`src/rtl/smseq_pkg.sv`:
```
`timescale 1ns / 1ps
// Shared types and constants for the stepper move sequencer.
// No dependencies; used by every module under rtl/.
package smseq_pkg;

    localparam int          POS_WIDTH_DEF = 32;
    localparam logic [15:0] PERIOD_RESET  = 16'd1000;
    localparam logic [31:0] CONT_TARGET   = 32'hffff_ffff;

    localparam logic [1:0]  DIR_REV = 2'd0;
    localparam logic [1:0]  DIR_FWD = 2'd2;

    typedef enum logic [2:0] {
        FUNC_TICK     = 3'd0,
        FUNC_ABS_MOVE = 3'd1,
        FUNC_REL_TURN = 3'd2,
        FUNC_CONT_RUN = 3'd3,
        FUNC_RESET    = 3'd4,
        FUNC_START    = 3'd5
    } t_func;

    // one command beat as seen by the core
    typedef struct packed {
        logic [2:0]  func;
        logic [15:0] speed;
        logic [1:0]  direction;
        logic [31:0] angle_value;
    } t_cmd;

    // one result beat
    typedef struct packed {
        logic               finished;
        logic [31:0]        steps_done;
        logic signed [31:0] position;
        logic [15:0]        compare_value;
        logic [16:0]        counter_load;
        logic               dir_level;
        logic               drive_enable;
        logic               running;
    } t_result;

endpackage

```
`src/rtl/smseq_ingress.sv`:
```
`timescale 1ns / 1ps
// Input register stage: holds one command beat until the core takes it.
// Depends on smseq_pkg.
module smseq_ingress (
    input  logic               i_clk,
    input  logic               i_rst_n,
    input  logic               i_valid,
    output logic               o_ready,
    input  smseq_pkg::t_cmd    i_cmd,
    input  logic               i_take,
    output logic               o_valid,
    output smseq_pkg::t_cmd    o_cmd
);

    logic            r_valid;
    smseq_pkg::t_cmd r_cmd;

    assign o_ready = !r_valid || i_take;
    assign o_valid = r_valid;
    assign o_cmd   = r_cmd;

    always_ff @(posedge i_clk) begin
        if (!i_rst_n) begin
            r_valid <= 1'b0;
        end else if (o_ready) begin
            r_valid <= i_valid;
        end
    end

    always_ff @(posedge i_clk) begin
        if (o_ready && i_valid) begin
            r_cmd <= i_cmd;
        end
    end

endmodule

```
`src/rtl/smseq_core.sv`:
```
`timescale 1ns / 1ps
// Move state and single-pass command execution; computes the result beat.
// Depends on smseq_pkg.
module smseq_core #(
    parameter int POS_WIDTH = smseq_pkg::POS_WIDTH_DEF
) (
    input  logic                i_clk,
    input  logic                i_rst_n,
    input  logic                i_cfg_we,
    input  logic [15:0]         i_cfg_wdata,
    input  logic                i_exec,
    input  smseq_pkg::t_cmd     i_cmd,
    output smseq_pkg::t_result  o_res
);

    localparam int PW_EXT = (POS_WIDTH > 32) ? POS_WIDTH : 32;

    logic [15:0]          r_period;
    logic                 r_run,      n_run;
    logic [POS_WIDTH-1:0] r_position, n_position;
    logic [31:0]          r_target,   n_target;
    logic [31:0]          r_step,     n_step;
    logic [15:0]          r_speed,    n_speed;
    logic [1:0]           r_dir,      n_dir;
    logic                 r_pin,      n_pin;

    logic [15:0]          w_speed_clamped;
    logic [PW_EXT-1:0]    w_pos_ext;
    logic [PW_EXT-1:0]    w_npos_ext;
    logic [31:0]          w_diff;
    logic                 w_positive;
    logic                 w_drive;
    logic                 w_fin;

    assign w_speed_clamped = (i_cmd.speed > r_period) ? r_period : i_cmd.speed;
    assign w_pos_ext       = PW_EXT'(r_position);
    assign w_npos_ext      = PW_EXT'(n_position);
    assign w_diff          = i_cmd.angle_value - w_pos_ext[31:0];
    assign w_positive      = (w_diff != 32'd0) && !w_diff[31];

    always_comb begin
        n_run      = r_run;
        n_position = r_position;
        n_target   = r_target;
        n_step     = r_step;
        n_speed    = r_speed;
        n_dir      = r_dir;
        n_pin      = r_pin;
        w_drive    = 1'b0;
        w_fin      = 1'b0;
        case (i_cmd.func)
            smseq_pkg::FUNC_TICK: begin
                if (r_run) begin
                    if (r_step == r_target) begin
                        n_step   = '0;
                        n_target = '0;
                        n_run    = 1'b0;
                        w_fin    = 1'b1;
                    end else begin
                        w_drive = 1'b1;
                        if (r_dir == smseq_pkg::DIR_FWD) begin
                            n_pin      = 1'b1;
                            n_position = r_position + POS_WIDTH'(1);
                        end else if (r_dir == smseq_pkg::DIR_REV) begin
                            n_pin      = 1'b0;
                            n_position = r_position - POS_WIDTH'(1);
                        end
                        n_step = r_step + 32'd1;
                    end
                end
            end
            smseq_pkg::FUNC_ABS_MOVE: begin
                n_speed  = w_speed_clamped;
                n_dir    = w_positive ? smseq_pkg::DIR_FWD : smseq_pkg::DIR_REV;
                n_target = w_positive ? w_diff : (32'd0 - w_diff);
                n_step   = '0;
            end
            smseq_pkg::FUNC_REL_TURN: begin
                n_speed  = w_speed_clamped;
                n_dir    = i_cmd.direction;
                n_target = i_cmd.angle_value;
                n_step   = '0;
            end
            smseq_pkg::FUNC_CONT_RUN: begin
                n_speed  = w_speed_clamped;
                n_dir    = i_cmd.direction;
                n_target = smseq_pkg::CONT_TARGET;
            end
            smseq_pkg::FUNC_RESET: begin
                n_run      = 1'b0;
                n_position = '0;
                n_target   = '0;
                n_step     = '0;
                n_speed    = '0;
                n_dir      = smseq_pkg::DIR_REV;
                n_pin      = 1'b0;
            end
            smseq_pkg::FUNC_START: begin
                n_run = 1'b1;
            end
            default: begin
            end
        endcase
    end

    always_comb begin
        o_res.running       = n_run;
        o_res.drive_enable  = w_drive;
        o_res.dir_level     = n_pin;
        o_res.counter_load  = w_drive ? ({1'b0, r_period} + {1'b0, r_speed}) : 17'd0;
        o_res.compare_value = w_drive ? (r_period - r_speed) : 16'd0;
        o_res.position      = w_npos_ext[31:0];
        o_res.steps_done    = n_step;
        o_res.finished      = w_fin;
    end

    always_ff @(posedge i_clk) begin
        if (!i_rst_n) begin
            r_period <= smseq_pkg::PERIOD_RESET;
        end else if (i_cfg_we) begin
            r_period <= i_cfg_wdata;
        end
    end

    always_ff @(posedge i_clk) begin
        if (!i_rst_n) begin
            r_run      <= 1'b0;
            r_position <= '0;
            r_target   <= '0;
            r_step     <= '0;
            r_speed    <= '0;
            r_dir      <= smseq_pkg::DIR_REV;
            r_pin      <= 1'b0;
        end else if (i_exec) begin
            r_run      <= n_run;
            r_position <= n_position;
            r_target   <= n_target;
            r_step     <= n_step;
            r_speed    <= n_speed;
            r_dir      <= n_dir;
            r_pin      <= n_pin;
        end
    end

    // a period written after the move was loaded can sit below the stored speed;
    // while the speed is within the period, load plus compare is twice the period
    a_timer_sum: assert property (@(posedge i_clk) disable iff (!i_rst_n)
        (i_exec && w_drive && r_speed <= r_period) |->
        (o_res.counter_load + {1'b0, o_res.compare_value} == {r_period, 1'b0}))
        else $error("timer load and compare do not sum to twice the period");

    a_fin_stops: assert property (@(posedge i_clk) disable iff (!i_rst_n)
        (i_exec && w_fin) |=> (!r_run && r_step == 32'd0 && r_target == 32'd0))
        else $error("finished move left the run state set");

    a_step_bound: assert property (@(posedge i_clk) disable iff (!i_rst_n)
        r_step <= r_target)
        else $error("step count passed the target");

    a_drive_excl: assert property (@(posedge i_clk) disable iff (!i_rst_n)
        i_exec |-> !(w_drive && w_fin))
        else $error("step driven on the finishing tick");

    a_reset_cmd: assert property (@(posedge i_clk) disable iff (!i_rst_n)
        (i_exec && i_cmd.func == smseq_pkg::FUNC_RESET) |=>
        (r_position == '0 && !r_run && r_speed == 16'd0))
        else $error("reset command did not clear the move state");

endmodule

```
`src/rtl/smseq_egress.sv`:
```
`timescale 1ns / 1ps
// Result register: holds one result beat until the receiver takes it.
// Depends on smseq_pkg.
module smseq_egress (
    input  logic                i_clk,
    input  logic                i_rst_n,
    input  logic                i_load,
    input  smseq_pkg::t_result  i_res,
    output logic                o_ready,
    output logic                o_valid,
    input  logic                i_ready,
    output smseq_pkg::t_result  o_res
);

    logic               r_valid;
    smseq_pkg::t_result r_res;

    assign o_ready = !r_valid || i_ready;
    assign o_valid = r_valid;
    assign o_res   = r_res;

    always_ff @(posedge i_clk) begin
        if (!i_rst_n) begin
            r_valid <= 1'b0;
        end else if (o_ready) begin
            r_valid <= i_load;
        end
    end

    always_ff @(posedge i_clk) begin
        if (i_load) begin
            r_res <= i_res;
        end
    end

endmodule

```
`src/rtl/stepper_move_sequencer.sv`:
```
`timescale 1ns / 1ps
// Top level of the stepper move sequencer.
// Depends on smseq_pkg, smseq_ingress, smseq_core and smseq_egress.
//
// Usage:
//   Slave channel (i_s_*) carries commands and step ticks, one per beat; the
//   command code travels in tuser. Every accepted beat yields exactly one
//   result beat on the master channel (o_m_*), in order.
//   Commands: tick, absolute move, relative turn, continuous run, reset,
//   start. A tick while running either drives one step (timer load and
//   compare are period plus and minus the clamped speed) or finishes the move.
//   i_cfg_we/i_cfg_wdata write the timer period (also the speed limit); write
//   it only while no beat is in flight.
// Pipeline: an accepted input beat passes the input register, then the
//   result register, before its result beat is valid. Throughput: one beat
//   per cycle while i_m_tready stays high; the execute step is combinational.
// Reset: i_rst_n (synchronous) clears all move state and the pipeline,
//   and loads the period with 1000.
// Stall: when the receiver holds i_m_tready low, the result register holds;
//   an empty input register takes one more beat, then o_s_tready drops.
module stepper_move_sequencer #(
    parameter int POS_WIDTH = smseq_pkg::POS_WIDTH_DEF
) (
    input  logic         i_clk,
    input  logic         i_rst_n,
    // register write
    input  logic         i_cfg_we,
    input  logic [15:0]  i_cfg_wdata,     // pwm_period
    // command stream
    input  logic         i_s_tvalid,
    output logic         o_s_tready,
    input  logic [55:0]  i_s_tdata,       // speed[15:0], direction[17:16], angle_value[49:18]
    input  logic [2:0]   i_s_tuser,       // func[2:0]
    // result stream
    output logic         o_m_tvalid,
    input  logic         i_m_tready,
    output logic [103:0] o_m_tdata        // running[0], drive_enable[1], dir_level[2],
                                          // counter_load[19:3], compare_value[35:20],
                                          // position[67:36], steps_done[99:68],
                                          // finished[100]
);

    smseq_pkg::t_cmd    w_in_cmd;
    smseq_pkg::t_cmd    w_exec_cmd;
    smseq_pkg::t_result w_core_res;
    smseq_pkg::t_result w_out_res;
    logic               w_ing_valid;
    logic               w_egr_ready;
    logic               w_exec;

    // unpack the incoming beat
    assign w_in_cmd.func        = i_s_tuser;
    assign w_in_cmd.speed       = i_s_tdata[15:0];
    assign w_in_cmd.direction   = i_s_tdata[17:16];
    assign w_in_cmd.angle_value = i_s_tdata[49:18];

    // execute when a command is held and the result register has room
    assign w_exec = w_ing_valid && w_egr_ready;

    smseq_ingress u_ingress (
        .i_clk   (i_clk),
        .i_rst_n (i_rst_n),
        .i_valid (i_s_tvalid),
        .o_ready (o_s_tready),
        .i_cmd   (w_in_cmd),
        .i_take  (w_egr_ready),
        .o_valid (w_ing_valid),
        .o_cmd   (w_exec_cmd)
    );

    smseq_core #(
        .POS_WIDTH (POS_WIDTH)
    ) u_core (
        .i_clk       (i_clk),
        .i_rst_n     (i_rst_n),
        .i_cfg_we    (i_cfg_we),
        .i_cfg_wdata (i_cfg_wdata),
        .i_exec      (w_exec),
        .i_cmd       (w_exec_cmd),
        .o_res       (w_core_res)
    );

    smseq_egress u_egress (
        .i_clk   (i_clk),
        .i_rst_n (i_rst_n),
        .i_load  (w_exec),
        .i_res   (w_core_res),
        .o_ready (w_egr_ready),
        .o_valid (o_m_tvalid),
        .i_ready (i_m_tready),
        .o_res   (w_out_res)
    );

    // pack the result beat, first field in the low bits, zero pad to bytes
    assign o_m_tdata = {3'b000,
                        w_out_res.finished,
                        w_out_res.steps_done,
                        w_out_res.position,
                        w_out_res.compare_value,
                        w_out_res.counter_load,
                        w_out_res.dir_level,
                        w_out_res.drive_enable,
                        w_out_res.running};

endmodule
```
`config.mk`:
```
export PLATFORM = sky130hd
export DESIGN_NAME = stepper_move_sequencer
export DESIGN_NICKNAME = d
export VERILOG_FILES = /design/src/rtl/smseq_pkg.sv /design/src/rtl/smseq_ingress.sv /design/src/rtl/smseq_core.sv /design/src/rtl/smseq_egress.sv /design/src/rtl/stepper_move_sequencer.sv
export SDC_FILE = /design/constraint.sdc
export NUM_CORES = 1
export LEC_CHECK = 0
export BUFFER_PORTS_ARGS = -buffer_cell sky130_fd_sc_hd__buf_2
export CAP_MARGIN = 15
export CORE_UTILIZATION = 40
export DETAILED_ROUTE_END_ITERATION = 8
export HOLD_SLACK_MARGIN = 0.15
export PLACE_DENSITY_LB_ADDON = 0.3
export SLEW_MARGIN = 20
export SYNTH_ARGS = -nofsm -noshare
export SYNTH_HDL_FRONTEND = slang
export SYNTH_SLANG_ARGS = --single-unit
```
`constraint.sdc`:
```
create_clock -name i_clk -period 5.9 [get_ports i_clk]
set_input_delay 0.295 -clock i_clk [delete_from_list [all_inputs] [get_ports i_clk]]
set_output_delay 0.295 -clock i_clk [all_outputs]
set_load 0.05 [all_outputs]
```
# Word-level counts from Yosys, hierarchy flattened
# Index checks and enable logic that the tools add are counted.
dict set report totals {
  register_bits 288
  latchBits 0
  ramBits 0
  romBits 0
  inputBits 80
  output_inout_bits 106
  wordCells 86
  memories 0
}
dict set report op_classes {
  addsub 7
  n_mul 0
  div_mod_pow 0
  n_lt_le_gt_ge 1
  eq_ne 9
  n_shift 0
  mux 26
  bitwise 0
  n_reduce_logical 21
}
# operator count
set op_table {}
lappend op_table {{$mux W32} 9}
lappend op_table {{$pmux W32 S5} 1}
lappend op_table {{$pmux W32 S2} 2}
lappend op_table {{$add A32 B1 Y32 const B} 2}
lappend op_table {{$eq A32 B32 Y1} 1}
lappend op_table {{$pmux W16 S2} 1}
lappend op_table {{$reduce_bool A32 Y1} 1}
lappend op_table {{$sub A1 B32 Y32 const A} 1}
lappend op_table {{$sub A32 B1 Y32 const B} 1}
lappend op_table {{$sub A32 B32 Y32} 1}
lappend op_table {{$add A16 B16 Y17} 1}
lappend op_table {{$gt A16 B16 Y1} 1}
lappend op_table {{$mux W16} 1}
lappend op_table {{$sub A16 B16 Y16} 1}
lappend op_table {{$mux W1} 8}
lappend op_table {{$eq A3 B2 Y1 const B} 2}
lappend op_table {{$eq A3 B3 Y1 const B} 2}
lappend op_table {{$pmux W2 S3} 1}
lappend op_table {{$reduce_and A2 Y1} 3}
lappend op_table {{$reduce_or A3 Y1} 2}
lappend op_table {{$reduce_bool A5 Y1} 1}
lappend op_table {{$ne A2 B1 Y1 const B} 2}
lappend op_table {{$reduce_and A4 Y1} 1}
lappend op_table {{$eq A3 B1 Y1 const B} 1}
lappend op_table {{other kinds (12)} 17}

# Longest topological paths before layout
# Gate-level depths: netlist (run 1).
dict set report logic_depth {
  word_depth 6
  mapped_depth 16
  mapped_depth_nobuf 15
}

# Cells and area by module
# A second synthesis (run 1) with hierarchy kept.
dict set report unflattened {
  cells_unflattened 1916
  hier_area_um2 17274.1
}
# mod instances cells_each area_per_inst_um2
set by_module_without_submodules {}
lappend by_module_without_submodules {smseq_core 1 1748 12510.7}
lappend by_module_without_submodules {smseq_egress 1 105 3081.7}
lappend by_module_without_submodules {smseq_ingress 1 58 1649.1}
lappend by_module_without_submodules {stepper_move_sequencer 1 5 32.5}

# Least setup slack after synthesis (run 1)
# OpenSTA, ideal clock, no wires.
dict set report synth_timing {
  path_kind {reg-to-reg}
  from {reg u_egress.r_valid, in the netlist u_egress.o_valid}
  to {reg u_egress.r_res, in the netlist u_egress.o_res[0] (enable)}
  setup_time_ns 0.504
  arrival_time_ns 3.984
  required_time_ns 5.396
  slack_ns 1.412
  path_stages_with_launch 6
  path_cell_list {dfxtp_1 -> nor2b_1 -> nand2b_1 -> clkbuf_1 -> inv_1 -> clkbuf_1}
}
dict set report synth_via {
  elab_chain_len 3
}
# element line
set synth_lines {}
lappend synth_lines {{start, declared} smseq_egress.sv:15} ;# logic r_valid;
lappend synth_lines {{start signal, assigned} smseq_egress.sv:26} ;# r_valid <= i_load;
lappend synth_lines {{$logic_not A1 Y1} smseq_egress.sv:18} ;# assign o_ready = !r_valid || i_ready;
lappend synth_lines {{$logic_or A1 B1 Y1} smseq_egress.sv:18}
lappend synth_lines {{$logic_and A1 B1 Y1} stepper_move_sequencer.sv:58} ;# assign w_exec = w_ing_valid && w_egr_ready;
lappend synth_lines {{net u_core.i_exec} smseq_core.sv:11} ;# input logic i_exec,
lappend synth_lines {{end signal, assigned} smseq_egress.sv:32} ;# r_res <= i_res;
lappend synth_lines {{end, declared} smseq_egress.sv:16} ;# smseq_pkg::t_result r_res;
# The timed path passes the listed nets, and every way through them passes these cells.
# A chain may end at the register's enable or synchronous reset.

# Final worst setup path (run 1)
dict set report layout_timing {
  from {reg u_core.r_position[8]}
  to {reg u_core.r_target[7]}
}
dict set report layout_via {
  elab_chain_len 5
  word_cells_on_any_way 6
  classes_between {add/sub (1); mux (2); reduce/logical (3)}
}
# element line
set layout_lines {}
lappend layout_lines {{start, declared} smseq_core.sv:20} ;# logic [POS_WIDTH-1:0] r_position, n_position;
lappend layout_lines {{start signal, assigned} smseq_core.sv:136} ;# r_position <= n_position;
lappend layout_lines {{$sub A32 B32 Y32 (*)} smseq_core.sv:38} ;# assign w_diff = i_cmd.angle_value - w_pos_ext[31:0];
lappend layout_lines {{$reduce_bool A32 Y1 or $logic_not A1 Y1 (tied branches)} smseq_core.sv:39} ;# assign w_positive = (w_diff != 32'd0) && !w_diff[31];
lappend layout_lines {{$logic_and A1 B1 Y1 (*)} smseq_core.sv:39}
lappend layout_lines {{$mux W32 (*)} smseq_core.sv:75} ;# n_target = w_positive ? w_diff : (32'd0 - w_diff);
lappend layout_lines {{$pmux W32 S5 (*)} smseq_core.sv:51} ;# case (i_cmd.func)
lappend layout_lines {{end signal, assigned} smseq_core.sv:137} ;# r_target <= n_target;
lappend layout_lines {{end, declared} smseq_core.sv:21} ;# logic [31:0] r_target, n_target;
# Every way passes the cells marked *; elsewhere a longest branch is shown, timed or not.

==> results of run 1 <==
==> worst min path at each step <==
stage,from,endpoint,slack (ps),cells after the start
after global routing,i_rst_n,u_core.r_period[6],240,2
final,i_rst_n,u_core.r_period[6],240,2
after floorplan,i_s_tdata[18],u_ingress.o_cmd[0],390,0
after CTS,i_rst_n,u_core.r_period[6],210,2
after detailed placement,u_core.r_pin,u_core.r_pin,460,2
after global placement,u_core.r_pin,u_core.r_pin,450,2
==> area by class of cell <==
| cell class | instances | area, um2 | area share (%) |
|---|---|---|---|
| tap | 539 | 674 | 3.29 |
| clock inverter | 20 | 303 | 1.48 |
| clock buffer | 44 | 951 | 4.64 |
| multi-input combinational | 1504 | 9210 | 44.9 |
| sequential | 287 | 7280 | 35.5 |
| timing repair buffer | 262 | 1710 | 8.34 |
| inverter | 99 | 378 | 1.84 |
==> kinds of logic (layout without fill, tap and decap cells) <==
family	after synthesis	after routing	synth area share [%]
other cells	1	3	0.0218
simple gates	781	781	21.1
fa+ha+maj	86	86	6.37
compound gates	463	463	16.8
flops	287	287	42.2
xor+xnor	137	137	7.00
mux	34	34	1.98
buf+inv	203	425	4.56
==> sequential cells by signal (all words and copies together) (netlist names) <==
signal / count
u_egress.o_res: 100
u_core.r_dir: 2
u_ingress.o_valid: 1
u_core.r_pin: 1
u_egress.o_valid: 1
u_core.r_speed: 16
u_core.r_run: 1
u_core.r_step: 32
u_core.r_target: 32
u_core.r_position: 32
u_ingress.o_cmd: 53
u_core.r_period: 16
==> cells in the final DEF, fill, tap and decap left out, types with 36 or more instances in the layout <==
| cell type | instances |
|---|---|
| sky130_fd_sc_hd__nand3_1 | 52 |
| sky130_fd_sc_hd__nand2_1 | 282 |
| sky130_fd_sc_hd__nor3_1 | 53 |
| sky130_fd_sc_hd__xor2_1 | 63 |
| sky130_fd_sc_hd__dlygate4sd3_1 | 72 |
| sky130_fd_sc_hd__xnor2_1 | 73 |
| sky130_fd_sc_hd__inv_1 | 97 |
| sky130_fd_sc_hd__ha_1 | 83 |
| sky130_fd_sc_hd__clkbuf_16 | 36 |
| sky130_fd_sc_hd__o21ai_0 | 105 |
| sky130_fd_sc_hd__a21oi_1 | 169 |
| sky130_fd_sc_hd__nor2_1 | 198 |
| sky130_fd_sc_hd__dfxtp_1 | 134 |
| sky130_fd_sc_hd__buf_2 | 176 |
| sky130_fd_sc_hd__edfxtp_1 | 153 |
==> where the power goes <==
part / total [mW] / internal, mW / switching (mW)
combinational: 0.812 / 0.272 / 0.540
sequential: 2.22 / 2.17 / 0.0524
clock: 2.35 / 1.46 / 0.887
total: 5.38 / 3.91 / 1.48
==> routing by layer <==
metal	up-vias	share of wire, %	global-route usage (%)
met2	528	47	38.6
li1	7496	-	-
met3	102	6.1	3.86
met5	-	0	0
met1	7279	44	29.7
met4	0	3.2	8.56
==> summary by stage, run 1 <==
Power and ir drop
The leakage power summed over all cells is 7.99 nW. The worst-case IR drop observed on VDD is 0.253 mV. For this design the ratio of total power to cell area is approximately 260 nW/um2.

The post-layout total power is 5.38 mW.

Placement
At the end of routability-driven placement, the weighted congestion stood at 0.935. The detailed placer's ending HPWL is 37500 um. The number of buffers added on ports is 176. In this run, placement finished with an instance count of about 2600. Summing all placed instances gives a cell area of ~19000 um2. Before CTS, the worst setup slack after placement is 1240 ps.

Floorplanning
The initial standard-cell utilization of the core is between 40% and 50%. Measured along the y axis, the die boundary spans 210 um. The number of placement rows is 75.

The die covers 43900 um2. 186 I/O pins were placed. The core outline area is 42200 um2. The die span in x is ~210 um.

Detailed routing
For this block, the initial DRC count from the detailed router was 1141. The routed via count divided by cell count is roughly 5.6. The final route contains 15400 vias. Once detail routing completed, the nets flagged for antenna violations numbered 0. In the routed design, unresolved DRC markers number 0. Before antenna repair, the detailed router went through 6 iterations. After detailed routing, the average wire length per cell comes to 18.8 um. After detailed routing, the total wire length is 51700 um.

Clock tree
The number of clock buffers added by TritonCTS is 35. The post-CTS setup repair buffer count is 0. The clock-pin transition on the worst setup and hold timing paths is about 60 ps. Counting every sink on the clock net gives 287. No sink is reached through more buffers than the 3 on the longest clock path.

In this run, post-CTS repair resized a total of 0 instances. The TritonCTS clock tree is done. Clock tree synthesis selected as its root buffer the cell sky130_fd_sc_hd__clkbuf_16. The H-tree was split into 2 levels. The clock latency reported for the late side of the worst-skew pair is 560 ps. After clock tree synthesis, the flow added hold-fix buffers numbering 72.

Timing
The worst max-slew margin expressed relative to the limit is 33.1%. The count of endpoints failing hold in the final timing report is 0. The post-route fraction of the period consumed by the critical path is 81.4%. The maximum achievable frequency is 208 MHz. Setup repair after global routing left no endpoint under its margin. On the final layout, the worst clock skew is 12.5 ps. The post-route minimum period is 4800 ps.

Setup violations remaining at the end of the flow were counted as 0. The final max-slew violation count is 0. After routing, the total negative slack on setup checks comes to 0 ps. The final-layout worst hold slack is 241 ps. The worst-case setup margin in the final layout is around 1100 ps. The slew of the pin with the lowest slew margin is 990 ps.

Logic synthesis
The most frequent cell after synthesis is sky130_fd_sc_hd__nand2_1. Synthesis instantiated 85 different standard cells from the library. The async set-reset flop share out of synthesis is 0%. Among all flip-flop cells after synthesis, the most frequent one is sky130_fd_sc_hd__edfxtp_1. Of the synthesized area, sequential elements account for 42.2%. Yosys attributes the largest share of cell area to sky130_fd_sc_hd__edfxtp_1, sky130_fd_sc_hd__dfxtp_1, sky130_fd_sc_hd__nand2_1.

The library cell with the largest summed area after synthesis is sky130_fd_sc_hd__edfxtp_1. The average instance in the mapped netlist occupies 8.65 um2. The fraction of post-synthesis cell area in the top cell type by area is 26.7%. The register bit total from synthesis is 287. Ranked by instance count, the synthesized netlist is headed by sky130_fd_sc_hd__nand2_1, sky130_fd_sc_hd__nor2_1, sky130_fd_sc_hd__a21oi_1. The cell area that synthesis handed to floorplanning was between 15000 and 20000 um2. The number of flops mapped to enable cells by yosys is 153. The synthesized instance count is 1992. During synthesis, Yosys emitted a total of 0 warnings.

Critical path
The end of the critical path is u_core.r_target[7]. The largest delay contributor family on the critical path is compound AO/OA/AOI/OAI gates. The start of the worst register-to-register path is u_core.r_position[8]. The number of buffer and inverter instances along the worst setup path is 1. The largest single stage delay on the critical path is between 800 and 900 ps. Along the worst path, the maximum fanout reaches 7. For this design, the slowest cell found on the critical path is sky130_fd_sc_hd__o311ai_0. Measured in cells, the most critical reg-to-reg path has a length of 12.

The kind of end point of the critical path is a flip-flop. Data on the critical path is required at its endpoint by about 6400 ps. The critical path goes through inv_1, ha_1, a21oi_1, o2111ai_1, o21a_1, o311ai_0, o211ai_1, or3b_2, nor3_1, and3_1, a22oi_1, a221oi_1. The critical path is of the reg -> reg type.

Counting buffers and inverters, the worst setup path is 12 cells deep. At the worst endpoint, the arrival time is 5250 ps. The setup slack of the worst register-to-register path is between 1000 and 1500 ps. The most critical setup path has its startpoint at u_core.r_position[8]. The capture instance of the worst register-to-register path is u_core.r_target[7]. STA classifies the critical path startpoint as a flip-flop.

Cells and area
The fraction of layout cells with a size suffix above 1 is 12.5%. The cell area after layout is 20500 um2. The final design utilization is 48.5%. After filler insertion, the fill cell instance count of the layout stands at 3976. From synthesis to final layout, the design area changed by 18.9%.

For this run, the post-layout net count is 2355. 0 antenna diodes ended up in the layout. The final cell count without fillers is 2755.

Run
The number of maximum-capacitance violations is 0.

Run status
The run finished with clean final reports.

Global route
The maximum number of pins on one net before global-route repair is 93. The first-pass GRT wire length is ~79000 um. The remaining global-route overflow is 0. The overall global routing resource usage is 23.0%. The number of global-route vias before repair is about 15000. The initial antenna violation count came to 0.

Hold path
The classification of the worst-slack hold path is in -> reg.
Power figures use the tool's default switching activity.
==> run 2: changes to the inputs <==
==> constraint.sdc (replaced) <==
create_clock -name i_clk -period 3.9 [get_ports i_clk]
set_input_delay 0.195 -clock i_clk [delete_from_list [all_inputs] [get_ports i_clk]]
set_output_delay 0.195 -clock i_clk [all_outputs]
set_load 0.05 [all_outputs]
==> run 2 against run 1 <==
Wire length grew 3.9%; utilization grew 3.0 points; clock-buffer cell count is 2 lower; global-route usage up 1.1 points; clock skew up 4.4 ps; final area rose by 6.1%; fmax rose by 26%; via count is 5.0% higher; sequential power rose by 51%; sequential cell count stayed put; sequential share of layout area decreased by 2.0 points; largest power group is now sequential cells.
==> summary by stage, run 2 (synthesized netlist as in run 1, its figures left out) <==
Critical path
The critical path is of the reg -> reg type. The critical path crosses 16 cells after its start point. STA classifies the critical path startpoint as a flip-flop. Following the worst setup path forward leads to its endpoint at u_core.r_target[28]. The critical path arrival is 4190 ps. Broken down by cell family, the worst path's largest delay share belongs to compound AO/OA/AOI/OAI gates. The cell with the biggest individual delay on the critical path is sky130_fd_sc_hd__or4_4. The most critical setup path has its startpoint at u_ingress.o_cmd[0]. The highest net fanout along the worst path is 5. The worst register-to-register path begins at u_ingress.o_cmd[0]. The setup slack of the worst register-to-register path is 100 ps. Data on the critical path is required at its endpoint by approximately 4300 ps. The worst register-to-register path ends at u_core.r_target[28]. The delay of the slowest cell on the worst path is 570 ps. The worst setup path is captured at a flip-flop. The number of buffers and inverters on the critical path is 3. For the worst flop-to-flop path, the logic depth is 16.

Traced cell by cell, the critical path runs through inv_2, ha_1, inv_1, fa_2, a21oi_4, o211ai_2, a31oi_4, o31ai_4, xor2_1, or2_1, or4_4, buf_4, o31ai_1, xnor2_1, a21oi_2, o21ai_0.

Placement
The number of buffers added on ports is about 180. Detailed placement ended at an HPWL of 39500 um. At the end of routability-driven placement, the weighted congestion stood at 0.935.

Detailed routing
In this run, the number of DRC markers left after iteration 0 of detailed routing was 1191. Across all layers, the routed design uses between 15000 and 20000 vias. The number of DRC violations after detailed routing is 0. Once detail routing completed, the nets flagged for antenna violations numbered 0. The routed via count divided by cell count is 5.57. In the final routed layout, each cell accounts on average for around 18 um. The total wire length after detailed routing is about 54000 um. The first TritonRoute pass finished after 5 iterations.

Timing
After layout, the minimum clock period comes to 3800 ps. Setup repair after global routing could not meet its margin everywhere. Between clock sinks in the finished design, the worst skew comes to 16.9 ps. The count of endpoints failing hold in the final timing report is 0. After layout, the worst path uses 97.4% of the clock period. The final number of setup-violating endpoints is 0.

The slew of the pin with the lowest slew margin is 967 ps. The final-layout worst hold slack is 255 ps. The sum of negative setup slack is 0 ps.

Headroom to the max-slew limit came out at 35.5%. The maximum achievable frequency is 263 MHz. The final max-slew violation count came to 0.

Clock tree
After clock tree synthesis, the clock-pin slew on the worst setup and hold paths is ~60 ps. The H-tree was split into 2 levels. In this run the deepest clock path goes through 3 buffers. The clock buffer count from CTS is 35.

The clock drives between 200 and 300 sinks. The clock latency reported for the late side of the worst-skew pair is 550 ps. The clock tree root buffer cell is sky130_fd_sc_hd__clkbuf_16. TritonCTS built the clock tree.

Cells and area
The number of fillers in the final layout is ~3900. The antenna cell count is 0. The area growth from synthesis to layout is 26.2%. In the layout the commonest cells are sky130_fd_sc_hd__nand2_1, sky130_fd_sc_hd__nor2_1, sky130_fd_sc_hd__buf_2, sky130_fd_sc_hd__a21oi_1, sky130_fd_sc_hd__buf_4. The register with the most flip-flops in the layout has 100 of them.

The final design utilization is 51.5%. The final-stage net count is 2503. The most common library cell in the layout ignoring fill and taps is sky130_fd_sc_hd__nand2_1.

The fraction of layout cells with a size suffix above 1 is 19.1%.

Power and ir drop
The post-layout total power is 8.10 mW. The power share of the combinational group is 17.0%. For this design the ratio of total power to cell area is 372 nW/um2. Summed over all cells, the static leakage comes to 8.73 nW. In this run the power spent charging and discharging nets is 2.28 mW. Registers are responsible for 41.5% of the overall power. Net switching is 28.1% of the power.

The clock network accounts for between 40% and 50% of the total power. IR analysis of the VDD net gives a maximum drop of about 0.29 mV. Internal power comes to 5.82 mW.

Global route
The initial antenna violation count is 0. The first-pass GRT wire length is 83500 um. For this run the aggregate overflow at the end of global routing stands at 0.

The number of global-route vias before repair is about 15000. The maximum number of pins on one net before global-route repair is 83. The overall global routing resource usage is 24.1%.

Floorplanning
The top-level I/O count is 186. The core outline area is 42200 um2. The die span in x is about 210 um. The floorplan step defined a die boundary enclosing around 44000 um2. The chip height is 210 um.

The number of placement rows is 75. The initial standard-cell utilization of the core is around two fifths.

Run
The number of maximum-capacitance violations is 0.

Run status
The run finished with clean final reports.

Hold path
The hold path startpoint is i_cfg_we. The worst hold path belongs to the class in -> reg.
==> run 2: changes by cell type in the layout (fill, tap and decap cells not counted), sizes merged <==
cell / previous run / this run
dlygate4sd3: 72 / 79
bufinv: 7 / 3
clkinv: 10 / 16
buf: 190 / 331
inv: 101 / 99
clkbuf: 44 / 42
clkinvlp: 1 / 2
==> run 2: worst register-to-register path: cells and delay by family, from the launching register on <==
kind            cells  cell delay, ps
compound gates      7            1320
simple gates        2             810
fa+ha+maj           2             520
flops               1             410
buf+inv             3             320
xor+xnor            2             280
==> run 2: per-stage QoR <==
| stage | instances | worst slack, ps | instance area [um2] |
|---|---|---|---|
| after floorplan | 1994 | 68.2 | 17200 |
| after global placement | 2755 | -55.4 | 19500 |
| after detailed placement | 2755 | -111 | 19500 |
| after CTS | 2898 | 32.1 | 21600 |
| after global routing | 2902 | -126 | 21800 |
| final | 2902 | 102 | 21800 |
==> run 2: layer usage <==
layer | vias to the layer above | routed length (um) | global-route usage, %
met1 | 7704 | 23300 | 31.2
met4 | 0 | 1710 | 9.06
met2 | 572 | 25400 | 40.8
met5 | - | 0 | 0
li1 | 7792 | - | -
met3 | 101 | 3340 | 3.46
==> run 2: final cells by class <==
class | count | area [um2] | area share, %
multi-input cells | 1504 | 9380 | 43.1
flip-flops and latches | 287 | 7280 | 33.5
repair buffers | 410 | 2850 | 13.1
clock buffers | 42 | 987 | 4.54
well taps | 539 | 674 | 3.10
inverters | 99 | 378 | 1.74
clock inverters | 21 | 203 | 0.932
==> run 2: worst min-delay path by stage <==
stage	endpoint	slack, ps	cells past startpoint
finish	u_core.r_period[15]	260	3
global route	u_core.r_period[1]	270	3
CTS	u_core.r_period[15]	250	3
detailed placement	u_ingress.o_cmd[44]	370	1
global placement	u_ingress.o_cmd[19]	370	1
floorplan	u_ingress.o_cmd[0]	290	0
==> run 2: repair_timing <==
action | 4_1_cts | 5_1_grt
resized for setup | 7 | 33
pin swaps | 2 | 13
endpoints found under the setup margin | 16 | 24
hold buffers | 79 | 0
setup buffers | 1 | 4
hold endpoints to repair | 76 | 0
==> run 2: power by group through the flow <==
stage / Clock, mW / Sequential, mW / Combinational (mW)
after floorplan: 0 / 3.55 / 0.710
after global placement: 0 / 3.42 / 1.26
after detailed placement: 0 / 3.42 / 1.28
after CTS: 3.43 / 3.36 / 1.35
after global routing: 3.55 / 3.37 / 1.49
final: 3.36 / 3.36 / 1.38
==> run 3: changes to the inputs <==
--- a/config.mk
+++ b/config.mk
@@ -7,6 +7,8 @@
 export LEC_CHECK = 0
 export BUFFER_PORTS_ARGS = -buffer_cell sky130_fd_sc_hd__buf_2
 export CAP_MARGIN = 15
+export CELL_PAD_IN_SITES_DETAIL_PLACEMENT = 1
+export CELL_PAD_IN_SITES_GLOBAL_PLACEMENT = 1
 export CORE_UTILIZATION = 40
 export DETAILED_ROUTE_END_ITERATION = 8
 export HOLD_SLACK_MARGIN = 0.15
==> run 3 against run 2 <==
Utilization rose by 0.82 points; power barely moved; register-to-register slack better by 20 ps; critical path depth fell by 2; clock power decreased by 2%; critical path type unchanged; highest routed layer unchanged.
==> summary by stage, run 3 (synthesized netlist as in run 1, its figures left out) <==
Placement
The number of buffers added on ports is between 150 and 200. Once placement finished, the instance area stood at around 20000 um2. The weighted congestion reported at the end of routability-driven placement is between 0.9 and 1. In this run, placement finished with an instance count of about 2800. The detailed placer's ending HPWL is 44600 um.

Detailed routing
The first TritonRoute pass finished after 5 iterations. In the routed layout, each cell is associated on average with a via count of 5.60. The DRC marker count from the first detailed-route iteration is 895. After detailed routing, the average wire length per cell comes to 20.7 um.

In this run the remaining antenna-violating nets after routing total 0. The number of DRC violations after detailed routing is 0. The total wire length after detailed routing is 61000 um. The routed layout has 16500 vias.

Cells and area
The final cell count without fillers is between 2000 and 3000. The final-stage net count is around 2500. In the layout the commonest cells are sky130_fd_sc_hd__nand2_1, sky130_fd_sc_hd__nor2_1, sky130_fd_sc_hd__buf_4, sky130_fd_sc_hd__buf_2, sky130_fd_sc_hd__a21oi_1. After routing the design area is 22100 um2. The fraction of layout cells with a size suffix above 1 is 21.1%. The register with the most flip-flops in the layout has 100 of them.

The most common library cell in the layout ignoring fill and taps is sky130_fd_sc_hd__nand2_1. The antenna cell count is 0. Cells fill 52.3% of the core in the end. The area added between synthesis and finish is 28.2%.

Global route
The first global-routing pass estimated 94800 um of wire. The initial antenna violation count came to 0. The overall global routing resource usage is 27.5%. Entering global routing, the biggest net connects 68 pins.

The number of global-route vias before repair is ~17000. The remaining global-route overflow is 0.

Run status
The run finished with clean final reports.

Critical path
Following the worst setup path forward leads to its endpoint at u_core.r_target[27]. The worst setup path is of the reg -> reg kind. The worst register-to-register path ends at u_core.r_target[27]. Walking the worst path, the cells encountered are inv_2, ha_4, inv_2, fa_2, a21oi_4, o211ai_4, a31oi_4, o31ai_4, xor2_1, or2_1, or4_4, or4_1, and3_1, o31ai_1. The required time of the critical path is 4360 ps. The setup slack of the worst register-to-register path is 130 ps. The delay of the slowest cell on the worst path is around 560 ps. STA classifies the critical path endpoint as a flip-flop. For the worst setup path, the data arrival time is 4240 ps.

The start of the worst register-to-register path is u_ingress.o_cmd[0]. Measured in cells, the most critical reg-to-reg path has a length of 14. The highest net fanout along the worst path is 5. The kind of start point of the critical path is a flip-flop.

Counting stages on the worst path, the most repeated cell is sky130_fd_sc_hd__inv_2. The cell with the biggest individual delay on the critical path is sky130_fd_sc_hd__or4_4. The critical path starts at u_ingress.o_cmd[0].

Floorplanning
The floorplan step set the die width to 210 um. The initialized floorplan defines 75 standard-cell rows. The core outline area is 42200 um2. The top-level I/O count is between 150 and 200. The area of the die is between 40000 and 50000 um2. The die is 210 um tall.

The initial utilization of the core area, before any placement, comes to 40.8%.

Clock tree
The clock buffer count from CTS is 35. The clock passes through at most 3 buffers. TritonCTS built the clock tree. The maximum level of the CTS H-tree is 2. The tree is rooted in a sky130_fd_sc_hd__clkbuf_16. The clock latency reported for the late side of the worst-skew pair is between 500 and 600 ps. Clock-pin slew was measured on the worst setup and hold paths at 60 ps.

The clock drives about 290 sinks.

Power and ir drop
The completed layout was analyzed and its total power is 8.10 mW. For this design the ratio of total power to cell area is 367 nW/um2. For this design the static power due to leakage is 8.86 nW.

The largest vdd supply drop is 0.380 mV.

Timing
The final number of setup-violating endpoints is 0. In the finished design, the share of the clock period the worst path needs comes to 96.8%. Setup repair after global routing could not meet its margin everywhere. For this run, the top clock speed supported by timing is 265 MHz. The sum of negative setup slack is 0 ps. The worst max-slew margin expressed relative to the limit is 36.4%. The final max-slew violation count was 0. Subtracting the final worst setup slack from the clock period gives between 3000 and 4000 ps.

Between clock sinks in the finished design, the worst skew comes to approximately 24 ps. The count of endpoints failing hold in the final timing report is 0. For the pin with the worst max-slew slack, the measured transition is 954 ps.

Hold path
The classification of the worst-slack hold path is in -> reg.

Run
The number of maximum-capacitance violations is 0.
run 3: cell types whose count changed in the layout (fill, tap and decap cells not counted), sizes merged:
cell and change:
buf +38, bufinv -1, clkbuf +4, clkinv -5, clkinvlp +2, inv +1
run 3: worst max-delay path: cells and delay by family, from the launching register on:
family          cells  cell delay [ps]
compound gates      5              900
simple gates        4             1580
buf+inv             2              120
xor+xnor            1              170
flops               1              400
fa+ha+maj           2              490
run 3: metal layers:
layer | track usage, % | wire, um | up-vias
li1 | - | - | 7845
met1 | 33.9 | 26500 | 8134
met2 | 48.5 | 29900 | 370
met3 | 4.04 | 2530 | 114
met4 | 10.6 | 2140 | 0
met5 | 0 | 0 | -
run 3: where the power goes:
part / internal [mW] / switching [mW] / total (mW) / leakage, nW
clock network: 1.89 / 1.39 / 3.28 / 0.553
registers: 3.29 / 0.0823 / 3.37 / 2.54
logic: 0.546 / 0.904 / 1.45 / 5.76
run 3: what timing repair did:
action,4_1_cts,5_1_grt
gates cloned,0,0
setup buffers,0,11
gates resized for setup,8,56
pin swaps,3,24
hold endpoints to repair,78,0
hold buffers,79,0
setup endpoints to repair,18,26
run 3: metrics by stage:
step	hold slack (ps)	worst slack, ps
6_report	235	126
5_1_grt	233	-66.2
4_1_cts	205	25.2
3_5_place_dp	373	-168
3_3_place_gp	372	-58.2
2_1_floorplan	294	68.2
run 3: area by class of cell:
cell class,count,area (um2)
inverter,99,378
sequential,287,7280
clock inverter,18,193
timing repair buffer,448,3130
tap,539,674
clock buffer,46,957
fill,4919,20100
multi-input combinational,1504,9490
run 3: how the worst min path moves through the flow:
stage | depth (start not counted) | slack [ps] | end | start
2_1_floorplan | 0 | 290 | u_ingress.o_cmd[0] | i_s_tdata[18]
3_3_place_gp | 1 | 370 | u_ingress.o_cmd[13] | i_s_tdata[31]
3_5_place_dp | 1 | 370 | u_ingress.o_cmd[44] | i_s_tdata[10]
4_1_cts | 3 | 210 | u_core.r_period[4] | i_cfg_we
5_1_grt | 3 | 230 | u_core.r_period[11] | i_cfg_we
6_report | 3 | 240 | u_core.r_period[11] | i_cfg_we
